**config.mk**
```make
export PLATFORM = sky130hd
export DESIGN_NAME = sdt_ctrl
export DESIGN_NICKNAME = d
export VERILOG_FILES = /design/src/sdt_pkg.sv /design/src/sdt_ctrl.sv
export VERILOG_INCLUDE_DIRS = /design/src /design/src/src
export SDC_FILE = /design/constraint.sdc
export NUM_CORES = 1
export LEC_CHECK = 0
export BUFFER_PORTS_ARGS = -buffer_cell sky130_fd_sc_hd__buf_2
export CAP_MARGIN = 20
export CELL_PAD_IN_SITES_DETAIL_PLACEMENT = 0
export CELL_PAD_IN_SITES_GLOBAL_PLACEMENT = 1
export CORE_MARGIN = 1
export CORE_UTILIZATION = 28
export CTS_BUF_LIST = sky130_fd_sc_hd__clkbuf_16
export DETAILED_ROUTE_END_ITERATION = 8
export PLACE_DENSITY_LB_ADDON = 0.1
export SLEW_MARGIN = 20
export SYNTH_ARGS = -nofsm -noshare
export SYNTH_HDL_FRONTEND = slang
export SYNTH_SLANG_ARGS = --single-unit
export TNS_END_PERCENT = 50
```
**constraint.sdc**
```tcl
create_clock -name clk -period 1.75 [get_ports clk]
set_input_delay 0.35 -clock clk [delete_from_list [all_inputs] [get_ports clk]]
set_output_delay 0.35 -clock clk [all_outputs]
set_load 0.05 [all_outputs]
```
**src/squared_distance_transform_line_defines.svh**
```systemverilog
//------------------------------------------------------------------------------
// squared_distance_transform_line_defines
// Assertion macros shared by the distance transform modules.
//------------------------------------------------------------------------------
`ifndef SQUARED_DISTANCE_TRANSFORM_LINE_DEFINES_SVH
`define SQUARED_DISTANCE_TRANSFORM_LINE_DEFINES_SVH

// A condition that implies another in the same cycle.
`define SDT_ASSERT_IMPL(label, clk, rst, cond, prop, msg) \
  label: assert property (@(posedge clk) disable iff (rst) (cond) |-> (prop)) \
    else $error(msg);

// A condition that implies another in the next cycle.
`define SDT_ASSERT_NEXT(label, clk, rst, cond, prop, msg) \
  label: assert property (@(posedge clk) disable iff (rst) (cond) |=> (prop)) \
    else $error(msg);

`endif

```
**src/sdt_pkg.sv**
```systemverilog
//------------------------------------------------------------------------------
// sdt_pkg
// Types, constants and helpers of the line distance transform.
//------------------------------------------------------------------------------
`timescale 1ns / 1ps
package sdt_pkg;

  localparam int LINE_LEN   = 64;
  localparam int VALUE_BITS = 16;
  localparam int POS_BITS   = $clog2(LINE_LEN);
  localparam int CNT_BITS   = $clog2(LINE_LEN + 1);
  // numerator spans +-(inf + pos^2), denominator spans +-2*LINE_LEN
  localparam int NUM_BITS   = VALUE_BITS + 2 * POS_BITS + 2;
  localparam int DEN_BITS   = POS_BITS + 3;
  localparam int PROD_BITS  = NUM_BITS + DEN_BITS;

  localparam logic [VALUE_BITS-1:0] VAL_INF = '1;

  typedef enum logic [1:0] {
    BK_NEG_INF = 2'd0,
    BK_FINITE  = 2'd1,
    BK_POS_INF = 2'd2
  } bound_kind_t;

  typedef struct packed {
    bound_kind_t               kind;
    logic signed [NUM_BITS-1:0] num;
    logic signed [DEN_BITS-1:0] den;
  } bound_t;

  typedef struct packed {
    logic [15:0] sample_value;
    logic        occupied;
    logic        last_in;
  } sdt_in_t;

  typedef struct packed {
    logic [5:0]  position;
    logic [15:0] squared_distance;
    logic        last_out;
  } sdt_out_t;

  typedef enum logic [3:0] {
    ST_LOAD,
    ST_B_RD,
    ST_B_VAL,
    ST_B_CROSS,
    ST_B_CMP,
    ST_B_PUSH,
    ST_E_RD,
    ST_E_CHK,
    ST_E_VAL,
    ST_E_OUT
  } sdt_state_t;

  // Commands from controller to datapath.
  typedef struct packed {
    logic load;       // store sample
    logic b_init;     // envelope start
    logic b_rd;       // read line values of q and vertex[k], bound[k]
    logic b_cross;    // latch crossing point
    logic b_pop;      // k--
    logic b_push;     // k++, write vertex and bound
    logic e_init;     // emit start
    logic e_rd;       // read bound[k+1]
    logic e_adv;      // k++
    logic e_vrd;      // read vertex value
    logic e_emit;     // produce result, q++
  } sdt_cmd_t;

  typedef struct packed {
    logic line_done;  // last sample loaded
    logic q_end;      // q reached n-1
    logic k_zero;
    logic pop_ok;     // s <= bound[k]
    logic k_at_top;
    logic below;      // bound[k+1] below q
  } sdt_status_t;

  function automatic bound_t cross_point(
    input logic [POS_BITS-1:0]   q,
    input logic [VALUE_BITS-1:0] fq,
    input logic [POS_BITS-1:0]   v,
    input logic [VALUE_BITS-1:0] fv
  );
    bound_t b;
    logic qi;
    logic vi;
    qi = (fq == VAL_INF);
    vi = (fv == VAL_INF);
    b.num = '0;
    b.den = DEN_BITS'(1);
    if (qi && vi) begin
      b.kind = BK_FINITE;
    end else if (qi) begin
      b.kind = BK_POS_INF;
    end else if (vi) begin
      b.kind = BK_NEG_INF;
    end else begin
      b.kind = BK_FINITE;
      // two's complement wrap at NUM_BITS gives the signed difference
      b.num = NUM_BITS'(fq) + NUM_BITS'(q) * NUM_BITS'(q)
            - NUM_BITS'(fv) - NUM_BITS'(v) * NUM_BITS'(v);
      b.den = DEN_BITS'({3'b000, q} - {3'b000, v}) <<< 1;
    end
    return b;
  endfunction

endpackage

```
**src/sdt_ctrl.sv**
```systemverilog
//------------------------------------------------------------------------------
// sdt_ctrl
// Sequencer for load, envelope build and emit phases.
//------------------------------------------------------------------------------
`timescale 1ns / 1ps
`include "squared_distance_transform_line_defines.svh"
module sdt_ctrl
  import sdt_pkg::*;
(
  input  logic        clk,
  input  logic        rst,
  input  logic        start,
  output logic        busy,
  input  sdt_status_t status,
  output sdt_cmd_t    cmd
);
  sdt_state_t state;
  sdt_state_t state_next;
  logic       q_last;

  always_ff @(posedge clk) begin
    if (rst) begin
      state <= ST_LOAD;
    end else begin
      state <= state_next;
    end
  end

  // In build, q_end flags q == n-1 which is the last vertex to push.
  assign q_last = status.q_end;

  always_comb begin
    state_next = state;
    cmd        = '0;
    busy       = 1'b1;
    case (state)
      ST_LOAD: begin
        busy = 1'b0;
        if (status.line_done) begin
          busy = 1'b1;
          cmd.b_init = 1'b1;
          if (status.q_end) begin
            // single-sample line: vertex 0 only
            state_next = ST_E_RD;
          end else begin
            state_next = ST_B_RD;
          end
        end else if (start) begin
          cmd.load = 1'b1;
        end
      end
      ST_B_RD: begin
        cmd.b_rd = 1'b1;
        state_next = ST_B_VAL;
      end
      ST_B_VAL: begin
        // hold while f(v) follows the vertex read
        state_next = ST_B_CROSS;
      end
      ST_B_CROSS: begin
        cmd.b_cross = 1'b1;
        state_next = ST_B_CMP;
      end
      ST_B_CMP: begin
        if (!status.k_zero && status.pop_ok) begin
          cmd.b_pop = 1'b1;
          state_next = ST_B_RD;
        end else begin
          state_next = ST_B_PUSH;
        end
      end
      ST_B_PUSH: begin
        cmd.b_push = 1'b1;
        if (q_last) begin
          state_next = ST_E_RD;
        end else begin
          state_next = ST_B_RD;
        end
      end
      ST_E_RD: begin
        cmd.e_rd = 1'b1;
        state_next = ST_E_CHK;
      end
      ST_E_CHK: begin
        if (!status.k_at_top && status.below) begin
          cmd.e_adv = 1'b1;
          cmd.e_rd  = 1'b1;
          state_next = ST_E_RD;
        end else begin
          state_next = ST_E_VAL;
        end
      end
      ST_E_VAL: begin
        cmd.e_vrd = 1'b1;
        state_next = ST_E_OUT;
      end
      ST_E_OUT: begin
        cmd.e_emit = 1'b1;
        if (status.q_end) begin
          state_next = ST_LOAD;
        end else begin
          state_next = ST_E_RD;
        end
      end
      default: begin
        state_next = ST_LOAD;
      end
    endcase
  end

  `SDT_ASSERT_IMPL(a_load_idle, clk, rst, cmd.load, state == ST_LOAD, "load outside idle")
  `SDT_ASSERT_IMPL(a_busy_load, clk, rst, start && !busy, cmd.load, "request dropped")
  `SDT_ASSERT_NEXT(a_push_next, clk, rst, cmd.b_push && !q_last, state == ST_B_RD, "push stuck")
endmodule

```
Word-level counts from Yosys, hierarchy flattened
Index checks and enable logic that the tools add are counted.
{"block": "word_totals", "out_inout_bits": 12, "inputBits": 9, "word_cells": 37, "register_bits": 4}
{"block": "classes", "n_eq_ne": 10, "reduce_logical": 5, "muxes": 21}
{"cell": "$pmux 4 s10", "n": 1}
{"cell": "$eq 4x3->1 const B", "n": 4}
{"cell": "$mux 1", "n": 12}
{"cell": "$mux 3", "n": 3}
{"cell": "$eq 4x2->1 const B", "n": 2}
{"cell": "$eq 4x4->1 const B", "n": 2}
{"cell": "$mux 4", "n": 2}
{"cell": "$eq 4x1->1 const B", "n": 1}
{"cell": "$logic_not 4->1", "n": 1}
{"cell": "$mux 2", "n": 2}
{"cell": "$logic_and 1x1->1", "n": 2}
{"cell": "$logic_not 1->1", "n": 2}
{"cell": "$ne 2x2->1 const B", "n": 1}
{"cell": "$pmux 1 s2", "n": 1}

Longest topological paths before layout
{"block": "depth", "depth_word": 4, "mapped_depth": 5, "depth_no_buf": 4}

Worst setup path after synthesis
Ideal clock, no wire load.
{"block": "synth_timing", "kind": "flip-flop to output port", "start": "register state[2]", "end": "output port cmd[6] (netlist name)", "stages_incl_launch_ff": 4, "path_buffers": 1, "path_slack_ps": -690, "t_arrival_ps": 2090, "t_required_ps": 1400, "path_cell_list": "dfxtp_1 buf_2 nand2b_1 nor4_1"}
{"item": "from (decl)", "line": "sdt_ctrl.sv:17", "text": "sdt_state_t state;"}
{"item": "from (signal assigned)", "line": "sdt_ctrl.sv:25", "text": "state <= state_next;"}
{"item": "to (decl)", "line": "sdt_ctrl.sv:15", "text": "output sdt_cmd_t cmd"}

==> impl_metrics.tcl <==
set metrics [dict create \
    status "finished, final reports clean" \
    fp-row-count 13 \
    avgSynthCellArea_um2 7.21 \
    power_mw 1.12 \
    dieHeight_um 39.6 \
    rsz0062_at_grt "yes" \
    critPathLaunchType "flip-flop" \
    postCtsSetupBuffers 0 \
    hold_class "in2reg" \
    multi_input_area_um2 289 \
    cts_buffers 3 \
    fmax_mhz 591 \
    fin_crit_sh_pct 96.7 \
    synth_fa_ha_area_share_pct 0 \
    end_kind "output port" \
    synth_xor_area_share_pct 2.21 \
    synth_top_area_share_pct 20.2 \
    gr-total-overflow 0 \
    clockBufferDepth 2 \
    ios 21 \
    avgRoutedWirePerCell_um 10.5 \
    hold_viol 0 \
    critPathLaunch "state[1]" \
    grt_pass1_wl_um 1470 \
    clock_skew_ps 0.289 \
    crit_path_max_fanout 9 \
    synthMuxAreaShare_pct 0 \
    fillers 126 \
    period_needed_ps 1690 \
    antenna_found_initial 0 \
    required_ps 1400 \
    fp.coreArea_um2 1300 \
    setup_viol 0 \
    dieArea_um2 1570 \
    gp_routability_congestion 0.724 \
    hold_ws_ps 445 \
    clock_sinks 4 \
    drt_pass1_iterations 4 \
    cts_tree "done" \
    htree_levels 1 \
    drc_errors 0 \
    ant_nets 0 \
    ir_drop_v 0.00103 \
    finalMaxSlewViolations 0 \
    first_global_vias 356 \
    largest_reg_flops 4 \
    yosysUniqueCellTypes 27 \
    die_w_um 39.6 \
    synthFlopType "dfxtp_1" \
    synth-edff-count 0 \
    seqCellArea_um2 82.6 \
    regMostFlops "state" \
    reg_top3 "state: 4 flops" \
    path_clk_slew_ps 30 \
    yosysSeqAreaShare_pct 20.2 \
    postSynthCellCount 55 \
    reg2reg_from "state[0]" \
    io_buffers 19 \
    synth_top_area_cell "dfxtp_1" \
    synthArstFlopShare_pct 0 \
    cap_violations 0 \
    vias 433 \
    synth-compound-area-share_pct 18.6 \
    p_leak_nw 0.288 \
    synthSimpleGateAreaFrac_pct 46.1 \
    synth_warnings 0 \
    nets 88 \
    final_common_cell "buf_2" \
    drive_gt1_share_pct 45.5 \
    syn_area_um2 397 \
    vias_per_cell 4.71 \
    cp.arrival_ps 1340 \
    grt_max_degree 12 \
    antenna_cells 0 \
    clock_latency_ps 220 \
    initial_core_util_pct 30.5 \
    hp-start "rst" \
    drt_iter0_markers 8 \
    syn-num-nets 64 \
    critical_path_class "reg2out" \
    yosys_register_bits 4 \
    routed_wl_um 964 \
    area_delta_synth_final_pct 55.5 \
    mostFrequentLayoutCells "buf_2, nor2_1, nand2b_1" \
    p_per_area_nw_per_um2 1820 \
    grt.total_usage_pct 14.1 \
    ctsRootBufferMaster "clkbuf_16" \
    dp_hpwl_um 741 \
    synth_area_leaders "dfxtp_1, nand2b_1, nor2_1, a211oi_2, nor3b_1" \
    synth_top_family_by_area "simple AND/OR/NAND/NOR gates" \
]
## per-layer routing
layer  wire length, um  vias to the layer above  global-route usage, %
li1                  -                      230                      -
met1               481                      184                   18.0
met2               400                       17                   22.1
met3                62                        2                   2.27
met4                19                        0                   7.76
met5                 0                        -                      0
## critical path, cell delays in order (launching register included)
cell and delay [ps]:
dfxtp_1 290, buf_4 160, nand2b_1 180, nor4_2 210, clkbuf_4 270
## cell usage after synthesis (2+ instances only)
master	count
nor2_1	10
nand2b_1	6
dfxtp_1	4
a21oi_1	3
inv_1	3
nor3b_1	3
a211oi_2	2
and3_1	2
buf_2	2
buf_4	2
nand2_1	2
## timing repair
action,4_1_cts,5_1_grt
hold buffers,0,0
endpoints found under the setup margin,0,6
gates resized for setup,0,6
## cells by family after synthesis
kind of cell    count (synthesis)
xor+xnor                        1
compound gates                  9
buf+inv                         8
other cells                     1
flops                           4
simple gates                   32
## through the flow
stage	TNS (ps)	setup WS (ps)	cell area, um2	util, %	std cells
floorplan	-463	-317	408	-	55
global placement	0	213	523	40.2	89
detailed placement	0	197	523	40.2	89
CTS	0	0.138	598	46.0	92
global route	-33.3	-27.1	617	47.4	92
finish	0	57.5	617	47.4	92
## final cells by class
type | count | share of cell area, %
clock buffer | 3 | 12.2
inverter | 3 | 1.83
multi-input combinational | 43 | 46.9
sequential | 4 | 13.4
tap | 15 | 3.04
timing repair buffer | 24 | 22.7
## final timing paths
| path | depth (start not counted) | to | slack, ps |
|---|---|---|---|
| worst max-delay path | 4 | cmd[6] | 60 |
| worst min-delay path | 3 | state[0] | 440 |
| worst max register to register | 5 | state[2] | 470 |
| worst min register to register | 3 | state[0] | 690 |
## report_power, final
group | switching (mW) | total, mW | internal [mW] | leakage [nW]
logic | 0.390 | 0.619 | 0.229 | 0.217
clock network | 0.0590 | 0.350 | 0.291 | 0.0370
registers | 0.0323 | 0.154 | 0.122 | 0.0337
total | 0.481 | 1.12 | 0.642 | 0.288
(Power assumes the default switching activity.)
